File: config.mk
export PLATFORM = sky130hd
export DESIGN_NAME = ffsa_ctrl
export DESIGN_NICKNAME = d
export VERILOG_FILES = /design/src/hdl/ffsa_pkg.sv /design/src/hdl/ffsa_ctrl.sv
export SDC_FILE = /design/constraint.sdc
export NUM_CORES = 1
export LEC_CHECK = 0
export BUFFER_PORTS_ARGS = -buffer_cell sky130_fd_sc_hd__buf_2
export CORE_ASPECT_RATIO = 0.75
export CORE_UTILIZATION = 40
export CTS_CLUSTER_DIAMETER = 200
export DETAILED_ROUTE_END_ITERATION = 10
export RECOVER_POWER = 50
export SLEW_MARGIN = 15
export SYNTH_ARGS = -nofsm -noshare
export SYNTH_HDL_FRONTEND = slang
export SYNTH_SLANG_ARGS = --single-unit
File: constraint.sdc
create_clock -name i_clk -period 5.1 [get_ports i_clk]
set_clock_uncertainty 0.05 [all_clocks]
set_input_delay 1.02 -clock i_clk [delete_from_list [all_inputs] [get_ports i_clk]]
set_output_delay 1.02 -clock i_clk [all_outputs]
set_load 0.05 [all_outputs]
File: src/hdl/ffsa_pkg.sv
// Shared types and constants of the first-fit segment allocator.
// Holds the controller command set, the datapath status flags and the result codes.
// No dependencies.
package ffsa_pkg;

    localparam int DEFAULT_MAX_SEGMENTS = 64;
    localparam int DEFAULT_ADDR_WIDTH   = 16;
    localparam int SIZE_W  = 17;   // request size and managed space size
    localparam int FADDR_W = 16;   // free_address
    localparam int GRANT_W = 16;   // granted_address
    localparam int STAT_W  = 2;

    // Result codes.
    localparam logic [STAT_W-1:0] ST_OK     = 2'd0;
    localparam logic [STAT_W-1:0] ST_NOFIT  = 2'd1;
    localparam logic [STAT_W-1:0] ST_NOADDR = 2'd2;
    localparam logic [STAT_W-1:0] ST_UFULL  = 2'd3;

    localparam logic MODE_FREE = 1'b1;

    // Commands from the controller to the datapath, one per cycle.
    typedef enum logic [5:0] {
        CMD_NOP, CMD_LATCH, CMD_INC_I, CMD_INC_J,
        CMD_FRD_I, CMD_FRD_B, CMD_FRD_A, CMD_FRD_KP1, CMD_FRD_KM1,
        CMD_URD_J, CMD_URD_KM1, CMD_URD_KP1,
        CMD_CAP_F, CMD_CAP_B, CMD_CAP_U, CMD_CALC_LOC,
        CMD_UWR_K_DEC, CMD_UWR_NEW, CMD_UWR_K_INC, CMD_UE_INIT, CMD_UCNT_DEC,
        CMD_FSUB, CMD_FWR_K_INC, CMD_FWR_K_DEC, CMD_FCNT_DEC,
        CMD_SET_B, CMD_MERGE_A, CMD_GROW_B, CMD_MERGE_BA, CMD_WR_A, CMD_WR_B,
        CMD_INS_INIT, CMD_INS_NEW, CMD_RESULT, CMD_OUT_LOAD
    } t_cmd;

    typedef struct packed {
        t_cmd              cmd;
        logic [STAT_W-1:0] status;   // result code that goes with CMD_RESULT
    } t_ctl;

    typedef struct packed {
        logic size_zero;
        logic mode_free;
        logic i_end;      // free scan index reached the free count
        logic fit;        // free entry just read is large enough
        logic u_full;
        logic j_end;      // used scan index reached the used count
        logic u_ge;       // used start just read is at or above the target
        logic u_eq;
        logic f_ge;       // free start just read is at or above the address
        logic k_eq_j;
        logic k_eq_a;
        logic a_end;      // entry above does not exist
        logic case_a;     // released segment touches the entry above
        logic case_b;     // released segment touches the entry below
        logic adj_ba;     // entry below touches entry above
        logic f_room;
        logic fe_last;
        logic ue_last;
        logic fl_erase;   // carved free entry emptied and may be removed
        logic out_free;
    } t_flags;

endpackage

File: src/hdl/ffsa_ctrl.sv
// Controller of the segment allocator: sequences scans, shifts and merges.
// Depends on ffsa_pkg; drives the datapath through t_ctl and reads t_flags.
module ffsa_ctrl (
    input  logic            i_clk,
    input  logic            i_rst_n,
    input  logic            i_in_valid,
    output logic            o_in_ready,
    input  ffsa_pkg::t_flags i_flags,
    output ffsa_pkg::t_ctl   o_ctl
);
    import ffsa_pkg::*;

    typedef enum logic [5:0] {
        S_IDLE, S_DISP,
        S_AF_RD, S_AF_CHK, S_A_FULL, S_AU_RD, S_AU_CHK, S_ASH_RD, S_ASH_WR,
        S_AU_WR, S_AF_UPD, S_A_ER,
        S_FU_RD, S_FU_CHK, S_FF_RD, S_FF_CHK, S_FB, S_FB_RD, S_FB_CAP,
        S_FA_RD, S_FA_CAP, S_FDEC, S_FA_M, S_FB_M, S_INS_RD, S_INS_SH, S_INS_WR,
        S_E_RD, S_E_WR, S_E_END, S_UE_INIT, S_UE_RD, S_UE_WR, S_UE_END,
        S_OK, S_DONE
    } t_state;

    t_state r_state, n_state;
    t_ctl   w_ctl;

    // Next state and command for the current cycle.
    always_comb begin
        n_state      = r_state;
        w_ctl.cmd    = CMD_NOP;
        w_ctl.status = ST_OK;
        unique case (r_state)
            S_IDLE: begin
                if (i_in_valid) begin
                    w_ctl.cmd = CMD_LATCH;
                    n_state   = S_DISP;
                end
            end
            S_DISP: begin
                if (i_flags.mode_free) begin
                    n_state = S_FU_RD;
                end else if (i_flags.size_zero) begin
                    w_ctl.cmd = CMD_RESULT; w_ctl.status = ST_NOFIT; n_state = S_DONE;
                end else begin
                    n_state = S_AF_RD;
                end
            end
            // Allocate: first-fit scan of the free table.
            S_AF_RD: begin
                if (i_flags.i_end) begin
                    w_ctl.cmd = CMD_RESULT; w_ctl.status = ST_NOFIT; n_state = S_DONE;
                end else begin
                    w_ctl.cmd = CMD_FRD_I; n_state = S_AF_CHK;
                end
            end
            S_AF_CHK: begin
                if (i_flags.fit) begin
                    w_ctl.cmd = CMD_CAP_F; n_state = S_A_FULL;
                end else begin
                    w_ctl.cmd = CMD_INC_I; n_state = S_AF_RD;
                end
            end
            S_A_FULL: begin
                if (i_flags.u_full) begin
                    w_ctl.cmd = CMD_RESULT; w_ctl.status = ST_UFULL; n_state = S_DONE;
                end else begin
                    w_ctl.cmd = CMD_CALC_LOC; n_state = S_AU_RD;
                end
            end
            // Allocate: find the insertion place in the used table.
            S_AU_RD: begin
                if (i_flags.j_end) begin
                    n_state = S_ASH_RD;
                end else begin
                    w_ctl.cmd = CMD_URD_J; n_state = S_AU_CHK;
                end
            end
            S_AU_CHK: begin
                if (i_flags.u_ge) begin
                    n_state = S_ASH_RD;
                end else begin
                    w_ctl.cmd = CMD_INC_J; n_state = S_AU_RD;
                end
            end
            S_ASH_RD: begin
                if (i_flags.k_eq_j) begin
                    n_state = S_AU_WR;
                end else begin
                    w_ctl.cmd = CMD_URD_KM1; n_state = S_ASH_WR;
                end
            end
            S_ASH_WR: begin
                w_ctl.cmd = CMD_UWR_K_DEC; n_state = S_ASH_RD;
            end
            S_AU_WR: begin
                w_ctl.cmd = CMD_UWR_NEW; n_state = S_AF_UPD;
            end
            S_AF_UPD: begin
                w_ctl.cmd = CMD_FSUB; n_state = S_A_ER;
            end
            S_A_ER: begin
                n_state = i_flags.fl_erase ? S_E_RD : S_OK;
            end
            // Free: exact lookup in the used table.
            S_FU_RD: begin
                if (i_flags.j_end) begin
                    w_ctl.cmd = CMD_RESULT; w_ctl.status = ST_NOADDR; n_state = S_DONE;
                end else begin
                    w_ctl.cmd = CMD_URD_J; n_state = S_FU_CHK;
                end
            end
            S_FU_CHK: begin
                if (i_flags.u_ge) begin
                    if (i_flags.u_eq) begin
                        w_ctl.cmd = CMD_CAP_U; n_state = S_FF_RD;
                    end else begin
                        w_ctl.cmd = CMD_RESULT; w_ctl.status = ST_NOADDR; n_state = S_DONE;
                    end
                end else begin
                    w_ctl.cmd = CMD_INC_J; n_state = S_FU_RD;
                end
            end
            // Free: locate the free neighbours.
            S_FF_RD: begin
                if (i_flags.i_end) begin
                    n_state = S_FB;
                end else begin
                    w_ctl.cmd = CMD_FRD_I; n_state = S_FF_CHK;
                end
            end
            S_FF_CHK: begin
                if (i_flags.f_ge) begin
                    n_state = S_FB;
                end else begin
                    w_ctl.cmd = CMD_INC_I; n_state = S_FF_RD;
                end
            end
            S_FB:     begin w_ctl.cmd = CMD_SET_B; n_state = S_FB_RD;  end
            S_FB_RD:  begin w_ctl.cmd = CMD_FRD_B; n_state = S_FB_CAP; end
            S_FB_CAP: begin w_ctl.cmd = CMD_CAP_B; n_state = S_FA_RD;  end
            S_FA_RD: begin
                if (i_flags.a_end) begin
                    n_state = S_FDEC;
                end else begin
                    w_ctl.cmd = CMD_FRD_A; n_state = S_FA_CAP;
                end
            end
            S_FA_CAP: begin w_ctl.cmd = CMD_CAP_F; n_state = S_FDEC; end
            // Free: merge or insert.
            S_FDEC: begin
                if (i_flags.case_a) begin
                    w_ctl.cmd = CMD_MERGE_A; n_state = S_FA_M;
                end else if (i_flags.case_b) begin
                    w_ctl.cmd = CMD_GROW_B; n_state = S_FB_M;
                end else if (i_flags.f_room) begin
                    w_ctl.cmd = CMD_INS_INIT; n_state = S_INS_RD;
                end else begin
                    n_state = S_UE_INIT;
                end
            end
            S_FA_M: begin
                if (i_flags.adj_ba) begin
                    w_ctl.cmd = CMD_MERGE_BA; n_state = S_E_RD;
                end else begin
                    w_ctl.cmd = CMD_WR_A; n_state = S_UE_INIT;
                end
            end
            S_FB_M: begin
                if (i_flags.adj_ba && !i_flags.a_end) begin
                    w_ctl.cmd = CMD_MERGE_BA; n_state = S_E_RD;
                end else begin
                    w_ctl.cmd = CMD_WR_B; n_state = S_UE_INIT;
                end
            end
            S_INS_RD: begin
                if (i_flags.k_eq_a) begin
                    n_state = S_INS_WR;
                end else begin
                    w_ctl.cmd = CMD_FRD_KM1; n_state = S_INS_SH;
                end
            end
            S_INS_SH: begin w_ctl.cmd = CMD_FWR_K_DEC; n_state = S_INS_RD;    end
            S_INS_WR: begin w_ctl.cmd = CMD_INS_NEW;   n_state = S_UE_INIT;   end
            // Free-table erase, shared by both requests.
            S_E_RD: begin
                if (i_flags.fe_last) begin
                    n_state = S_E_END;
                end else begin
                    w_ctl.cmd = CMD_FRD_KP1; n_state = S_E_WR;
                end
            end
            S_E_WR: begin w_ctl.cmd = CMD_FWR_K_INC; n_state = S_E_RD; end
            S_E_END: begin
                w_ctl.cmd = CMD_FCNT_DEC;
                n_state   = i_flags.mode_free ? S_UE_INIT : S_OK;
            end
            // Used-table erase after a free.
            S_UE_INIT: begin w_ctl.cmd = CMD_UE_INIT; n_state = S_UE_RD; end
            S_UE_RD: begin
                if (i_flags.ue_last) begin
                    n_state = S_UE_END;
                end else begin
                    w_ctl.cmd = CMD_URD_KP1; n_state = S_UE_WR;
                end
            end
            S_UE_WR:  begin w_ctl.cmd = CMD_UWR_K_INC; n_state = S_UE_RD; end
            S_UE_END: begin w_ctl.cmd = CMD_UCNT_DEC;  n_state = S_OK;    end
            S_OK: begin
                w_ctl.cmd = CMD_RESULT; w_ctl.status = ST_OK; n_state = S_DONE;
            end
            S_DONE: begin
                if (i_flags.out_free) begin
                    w_ctl.cmd = CMD_OUT_LOAD; n_state = S_IDLE;
                end
            end
            default: n_state = S_IDLE;
        endcase
    end

    // State register.
    always_ff @(posedge i_clk) begin
        if (!i_rst_n) begin
            r_state <= S_IDLE;
        end else begin
            r_state <= n_state;
        end
    end

    assign o_in_ready = (r_state == S_IDLE);
    assign o_ctl      = w_ctl;
endmodule

==> results of run 1 <==
area by class of cell:
| type | count | area, sq um | area share [%] |
|---|---|---|---|
| tap | 52 | 65.1 | 3.82 |
| multi-input combinational | 199 | 1270 | 74.8 |
| timing repair buffer | 36 | 184 | 10.8 |
| sequential | 6 | 120 | 7.05 |
| inverter | 5 | 18.8 | 1.10 |
| clock buffer | 3 | 41.3 | 2.42 |
critical path, stage by stage, from the launching register on:
cell	delay, ns
dfxtp_1	0.79
clkbuf_1	0.47
nand2_1	0.19
or4_1	0.59
nor2_1	0.26
a31oi_1	0.09
o211ai_1	0.12
buf_2	0.29
report_power, final:
part	leakage (nW)	total [W]	switching, W	internal, W
combinational	0.531	0.000711	0.000492	0.000219
clock	0.0216	0.0000751	0.0000241	0.0000510
sequential	0.0491	0.000152	0.0000884	0.0000638
total	0.601	0.000938	0.000604	0.000334
metrics by stage:
step / cell area (sq um) / total power, W / util (%) / instances
after global placement: 1670 / 0.000858 / 45.7 / 298
after detailed placement: 1670 / 0.000842 / 45.7 / 298
final: 1700 / 0.000938 / 46.5 / 301
after floorplan: 1530 / 0.000684 / - / 233
after global routing: 1700 / 0.000982 / 46.5 / 301
after CTS: 1710 / 0.000919 / 46.8 / 301
worst paths after layout:
check,startpoint,end,slack (ns)
worst max-delay path,r_state[0]$_SDFFE_PN0P_,o_ctl[6],0.97
worst min-delay path,r_state[0]$_SDFFE_PN0P_,r_state[5]$_SDFFE_PN0P_,0.81
worst max register to register,r_state[5]$_SDFFE_PN0P_,r_state[3]$_SDFFE_PN0P_,2.01
worst min register to register,r_state[0]$_SDFFE_PN0P_,r_state[5]$_SDFFE_PN0P_,0.81
placed cells by master, fill, tap and decap left out, types with 6 or more instances in the layout:
| cell | n |
|---|---|
| nand4_1 | 9 |
| nor2b_1 | 11 |
| dfxtp_1 | 6 |
| nor4b_1 | 6 |
| nand3_1 | 13 |
| buf_2 | 30 |
| nor3b_1 | 6 |
| o21ai_0 | 9 |
| nand2_1 | 20 |
| nor2_1 | 19 |
| a21oi_1 | 9 |
| nor3_1 | 13 |
per-layer routing:
metal,share of wire (%),vias up
met3,15,26
met1,43,949
met5,0,-
li1,-,933
met2,39,140
met4,3.5,0
synth_stat cells, types with 3 or more instances:
cell | number | area [sq um]
nor2_1 | 19 | 71.3
buf_2 | 8 | 40.0
nor2b_1 | 11 | 68.8
and3_1 | 3 | 18.8
inv_1 | 5 | 18.8
nor4b_1 | 6 | 52.6
buf_1 | 3 | 11.3
nor3b_1 | 6 | 45.0
a22oi_1 | 4 | 30.0
o22ai_1 | 5 | 31.3
o31ai_1 | 3 | 22.5
o311ai_0 | 3 | 26.3
nand3_1 | 13 | 65.1
a21oi_1 | 9 | 45.0
nor3_1 | 13 | 65.1
clkbuf_1 | 9 | 33.8
nand2_1 | 20 | 75.1
o21ai_0 | 9 | 45.0
nand2b_1 | 5 | 31.3
or4b_1 | 3 | 30.0
o211ai_1 | 3 | 22.5
dfxtp_1 | 6 | 120
o22a_1 | 3 | 26.3
mux2i_1 | 4 | 40.0
nand4_1 | 9 | 56.3
a31oi_1 | 4 | 25.0
kinds of logic (layout without fill, tap and decap cells):
family                 count (synthesis)  count (layout)  share of synthesized area (%)
AND/OR/NAND/NOR                      127             127                           48.0
AO/OA/AOI/OAI                         63              63                           29.6
buffers and inverters                 28              44                           8.76
multiplexers                           6               6                           4.09
flip-flops                             6               6                           7.86
XOR/XNOR                               3               3                           1.72
==> results.md, run 1 <==
- The flow ran to the end, and the final reports show no timing, DRC or antenna violations.
- The logic depth of the worst register-to-register path is 6.
- In this run, post-CTS repair resized a total of 0 instances.
- The first routing iteration left 522 violations.
- The pre-antenna-repair detailed-routing pass consisted of 6 iterations.
- After global routing the overflow that remains totals 0.
- The leakage power summed over all cells is about 0.60 nW.
- The core region is 0.00366 sq mm.
- The share of the Yosys chip area taken by registers is just under 8%.
- Buffers added to address setup during post-CTS repair amount to 0.
- For this configuration, the core starts out at a cell density of 41.8%.
- The fill cell instance count of the final layout is 395.
- Compared with the post-synthesis result, the final layout area differs by 11.5%.
- Final hold analysis gives a worst-case slack of between 0.8 and 0.9 ns.
- The total number of H-tree levels is 1.
- The most common flop cell mapped by yosys is dfxtp_1.
- After clock tree synthesis, the flow added hold-fix buffers numbering 0.
- The count of warnings emitted by yosys is 0.
- Setup violations remaining at the end of the flow were counted as 0.
- The first global-routing pass estimated 9400 um of wire.
- The register containing the most flip-flops in the final layout is r_state.
- The synthesized design contains 0 enable-type register cells.
- Global routing used 31.1% of the available tracks across all layers.
- In the final routed layout, each cell accounts on average for ~20 um.
- The via count of the first global-routing pass is 1750.
- The transition at the pin with the smallest max-transition slack is a little over 1 ns.
- The clock tree from TritonCTS is yes.
- The residual DRC count is 0.
- The power per cell area is 551 mW/mm^2.
- The placer's final routability congestion estimate is approximately 1.1.
- The final hold violation count is 0.
- The worst path arrival time is 3.06 ns.
- The total die area is 0.00408 sq mm.
- Wires add up to 6110 um.
- The detailed placement HPWL is 4560 um.
- The clock root buffer master is clkbuf_8.
- For this run, global-route usage on met1 was measured as 46.6%.
- The met3 demand-to-capacity share in global routing is 13.7%.
- The number of antenna violations at the first check in global routing is 0.
- The number of distinct library cells after synthesis is 57.
- After layout, the worst path uses a little over 80% of the clock period.
- Timing analysis after detailed placement gives a worst setup slack of 1.56 ns.
- For the finished layout, the period the worst path requires is ~4.1 ns.
- The met2 track demand over resource in global routing is a little under two fifths.
- 0 antenna diodes ended up in the layout.
- The detail route stage leaves a number of antenna-violating nets equal to 0.
- The via density per instance is 6.80.
- The largest registers in the layout are r_state: 6 flops.
- Averaged over all synthesized cells, the footprint is 6.56 sq um.
- Synthesis handed over a netlist of 233 instances.
- Timing would allow up to approximately 0.24 GHz.
- In this run the tool buffered the top-level ports with 31 buffer cells.
- The worst-skew pair later-pin latency is 0.23 ns.
- The sum of negative setup slack is 0 ns.
- The clock passes through at most 2 buffers.
- The worst setup path is captured at a primary output.
- The global-route layer with the greatest usage is met1.
- The worst setup path is of the register to primary output kind.
- The largest fanout on the critical path is 22.
- The fraction of registers with async set or reset after synthesis is 0%.
- 32 I/O pins were placed.
- The number of rows created at floorplan is 19.
- The final critical-path setup slack is ~1 ns.
- Synthesis inferred 6 register bits.
- The startpoint kind of the worst setup timing path is a register.
- Counting instances, the worst hold path has a depth of 2.
- The floorplan step set the die height to 55.5 um.
- The layout net count is 274.
- The largest net degree at the start of global routing is 46.
- The tree built by TritonCTS fans out to 6 sinks.
- Max-cap violations in this run came to 0.
- Setup repair after global routing left no endpoint under its margin.
- The worst slew slack as a fraction of its limit is between 20 and 30%.
- The share of layout cells above drive strength 1 is about 18%.
- The worst-case vdd ir drop is 0.492 mV.
- Synthesis produced a netlist with a net count of 256.
- The die is 73.4 um wide.
- Data on the critical path is required at its endpoint by 4.03 ns.
- The number of vias in the routed layout is a little over 2000.
- The clock-pin slew of the registers on the worst-case setup and hold paths is 0.04 ns.
- The number of pins with negative max-slew slack in the final report was 0.
- The class of the tightest hold or removal check is register to register.
- The cell area after synthesis is 0.00153 sq mm.
- TritonCTS created 3 clock buffers.
- The flip-flop count of the largest register after layout is 6.
No activity file was read; power rests on OpenSTA's default activity.
==> run 2, diff against run 1 <==
==> constraint.sdc (replaced) <==
create_clock -name i_clk -period 3.74 [get_ports i_clk]
set_clock_uncertainty 0.05 [all_clocks]
set_input_delay 0.748 -clock i_clk [delete_from_list [all_inputs] [get_ports i_clk]]
set_output_delay 0.748 -clock i_clk [all_outputs]
set_load 0.05 [all_outputs]
==> results.md, run 2 (synthesis results as in run 1) <==
- The clock root buffer master is clkbuf_8 (unchanged).
- The cell count of the worst hold path is 2 (unchanged).
- The post-CTS resize count was 0 (unchanged).
- The largest fanout on the critical path is 20 (was 22).
- The post-detailed-route wirelength per cell was 20.5 um (was 20.3 um).
- The length of the first detailed-routing pass in iterations came to 5 (was 6).
- The logic depth of the worst register-to-register path came to 6 (unchanged).
- The growth of design area from synthesis to finish is 16.1% (was 11.5%).
- The number of top-level pins is 32 (unchanged).
- The vertical die dimension is 55.5 um (unchanged).
- The standard cell core area is 0.00366 sq mm (unchanged).
- The met2 track demand over resource in global routing came to 41.8% (was 36.9%).
- The count of endpoints failing setup in the final report is 0 (unchanged).
- The commonest non-fill, non-tap cell in the layout was buf_2 (unchanged).
- The leakage power summed over all cells is 0.652 nW (was 0.601 nW).
- The register containing the most flip-flops in the final layout was r_state (unchanged).
- The flip-flop count of the largest register after layout is 6 (unchanged).
- The launching point of the worst reg2reg path is r_state[5]$_SDFFE_PN0P_ (unchanged).
- The endpoint type of the worst setup path is a primary output (unchanged).
- The max-capacitance violation count came to 0 (unchanged).
- The residual DRC count was 0 (unchanged).
- The antenna diode count is 0 (unchanged).
- The sum of negative setup slack was 0 ns (unchanged).
- The count of input and output buffers was 31 (unchanged).
- The end of the worst register-to-register path is r_state[3]$_SDFFE_PN0P_ (unchanged).
- The clock-pin slew of the registers on the worst-case setup and hold paths came to 0.04 ns (about the same).
- The global-route layer with the greatest usage is met1 (unchanged).
- The number of standard cells in the layout, taps in and fillers out was 310 (was 301).
- The transition at the pin with the smallest max-transition slack is 0.961 ns (was 1.04 ns).
- The worst-skew pair later-pin latency is 0.23 ns (about the same).
- The total length of routed wires is 6360 um (was 6110 um).
- The total number of H-tree levels is 1 (unchanged).
- The number of pins with negative max-slew slack in the final report is 0 (unchanged).
- The number of antenna violations at the first check in global routing came to 0 (unchanged).
- The die extent in x is 73.4 um (unchanged).
- The startpoint kind of the worst setup timing path is a register (unchanged).
- The post-CTS setup repair buffer count was 0 (unchanged).
- The worst-case vdd ir drop is 0.579 mV (was 0.492 mV).
- The time the final worst path needs with I/O delays and setup is between 3 and 4 ns.
- The number of hold-repair buffers added at the cts stage is 0 (unchanged).
- The number of rows created at floorplan was 19 (unchanged).
- Run status: complete, no violations (unchanged).
- The starting density of the core was 41.8% (unchanged).
- The number of DRC violations after detailed-routing iteration 0 is 484 (was 522).
- The capturing instance or port of the critical path is o_ctl[5] (was o_ctl[6]).
- The class of the tightest hold or removal check is input port to register (was register to register).
- The global-route wire length before repair is 9730 um (was 9400 um).
- The share of layout cells above drive strength 1 is 20.9% (was 17.7%).
- The worst slew slack as a fraction of its limit is 35.1% (was 29.9%).
- The setup slack on the worst flop-to-flop path came to 0.87 ns (was 2.01 ns).
- The count of placed standard cells including taps is 307 (was 298).
- Registers with the highest flip-flop counts: r_state: 6 flops (unchanged).
- The final hold violation count is 0 (unchanged).
- The power per cell area is 749 mW/mm^2 (was 551 mW/mm^2).
- The total die area was 0.00408 sq mm (unchanged).
- The startpoint of the most critical setup path is r_state[4]$_SDFFE_PN0P_ (was r_state[0]$_SDFFE_PN0P_).
- The required time of the critical path came to 2.94 ns (was 4.03 ns).
- The via count of the first global-routing pass came to 1882 (was 1750).
- In the finished design, the share of the clock period the worst path needs comes to 92.1%.
- The number of vias in the routed layout is 2122 (was 2048).
- The number of buffers created by CTS came to 3 (unchanged).
- Leading cell types in the layout, fill and taps excluded: 30 x buf_2, 20 x nand2_1, 19 x nor2_1 (unchanged).
- The largest net degree at the start of global routing is 24 (was 46).
- The global-route usage over all layers is 31.4% (was 31.1%).
- The layout net count came to 283 (was 274).
- The largest buffer count on any clock path is 2 (unchanged).
- The met3 demand-to-capacity share in global routing is 12.2% (was 13.7%).
- The overflow left after global routing was 0 (unchanged).
- The clock tree from TritonCTS is yes (unchanged).
- The worst setup path category is register to primary output (unchanged).
- The total number of clock tree sinks is 6 (unchanged).
- The worst path arrival time came to 2.65 ns (was 3.06 ns).
- The placer's final routability congestion estimate is 1.07 (was 1.11).
- The met1 track demand over resource in global routing is 46.5% (was 46.6%).
- The post-route antenna net violation count is 0 (unchanged).
- The maximum frequency from static timing analysis is 0.290 GHz.
- The via density per instance is 6.85 (was 6.80).
- The detailed placement HPWL is 4820 um (was 4560 um).
- Setup repair after global routing missed its margin: false (unchanged).
==> run 2: cell types whose count changed in the layout (fill, tap and decap cells not counted), sizes merged <==
cell,previous run,this run
buf,33,43
clkbuf,6,5
==> run 2: power by group <==
group          switching [W]  internal, W  total [W]
Clock              0.0000339    0.0000697   0.000104
Sequential         0.0000928    0.0000869   0.000180
Combinational       0.000709     0.000337    0.00105
Total               0.000835     0.000494    0.00133
==> run 2: through the flow <==
stage	total power, W	utilization [%]	worst slack (ns)	hold WS, ns	area (sq um)
floorplan	0.000933	-	0.558	0.646	1530
global placement	0.00122	47.5	0.545	0.795	1740
detailed placement	0.00119	47.5	0.635	0.787	1740
CTS	0.00130	48.6	0.399	0.751	1780
global route	0.00140	48.5	0.251	0.757	1780
finish	0.00133	48.5	0.294	0.754	1780
==> run 2: worst min-delay path by stage <==
stage,start,to,slack [ns]
floorplan,r_state[1]$_SDFFE_PN0P_,r_state[4]$_SDFFE_PN0P_,0.65
global placement,r_state[1]$_SDFFE_PN0P_,r_state[0]$_SDFFE_PN0P_,0.80
detailed placement,r_state[1]$_SDFFE_PN0P_,r_state[0]$_SDFFE_PN0P_,0.79
CTS,i_rst_n,r_state[2]$_SDFFE_PN0P_,0.75
global route,i_rst_n,r_state[2]$_SDFFE_PN0P_,0.76
finish,i_rst_n,r_state[2]$_SDFFE_PN0P_,0.75
==> run 2: layer usage <==
| layer | share of wire, % | vias up |
|---|---|---|
| met5 | 0 | - |
| met1 | 41 | 947 |
| li1 | - | 953 |
| met4 | 3.0 | 0 |
| met2 | 39 | 197 |
| met3 | 17 | 25 |
==> run 2: final cells by class <==
type,count,area (sq um)
clock buffers,3,41.3
multi-input cells,199,1270
inverters,5,18.8
fillers,400,1890
well taps,52,65.1
flip-flops and latches,6,120
repair buffers,45,255
==> run 2: critical path, stage by stage, from the launching register on <==
cell and delay, ns:
dfxtp_1 0.75, nand2_1 0.23, or4_1 0.60, nor2_1 0.33, nor3b_1 0.13, nand4_1 0.11
buf_2 0.26
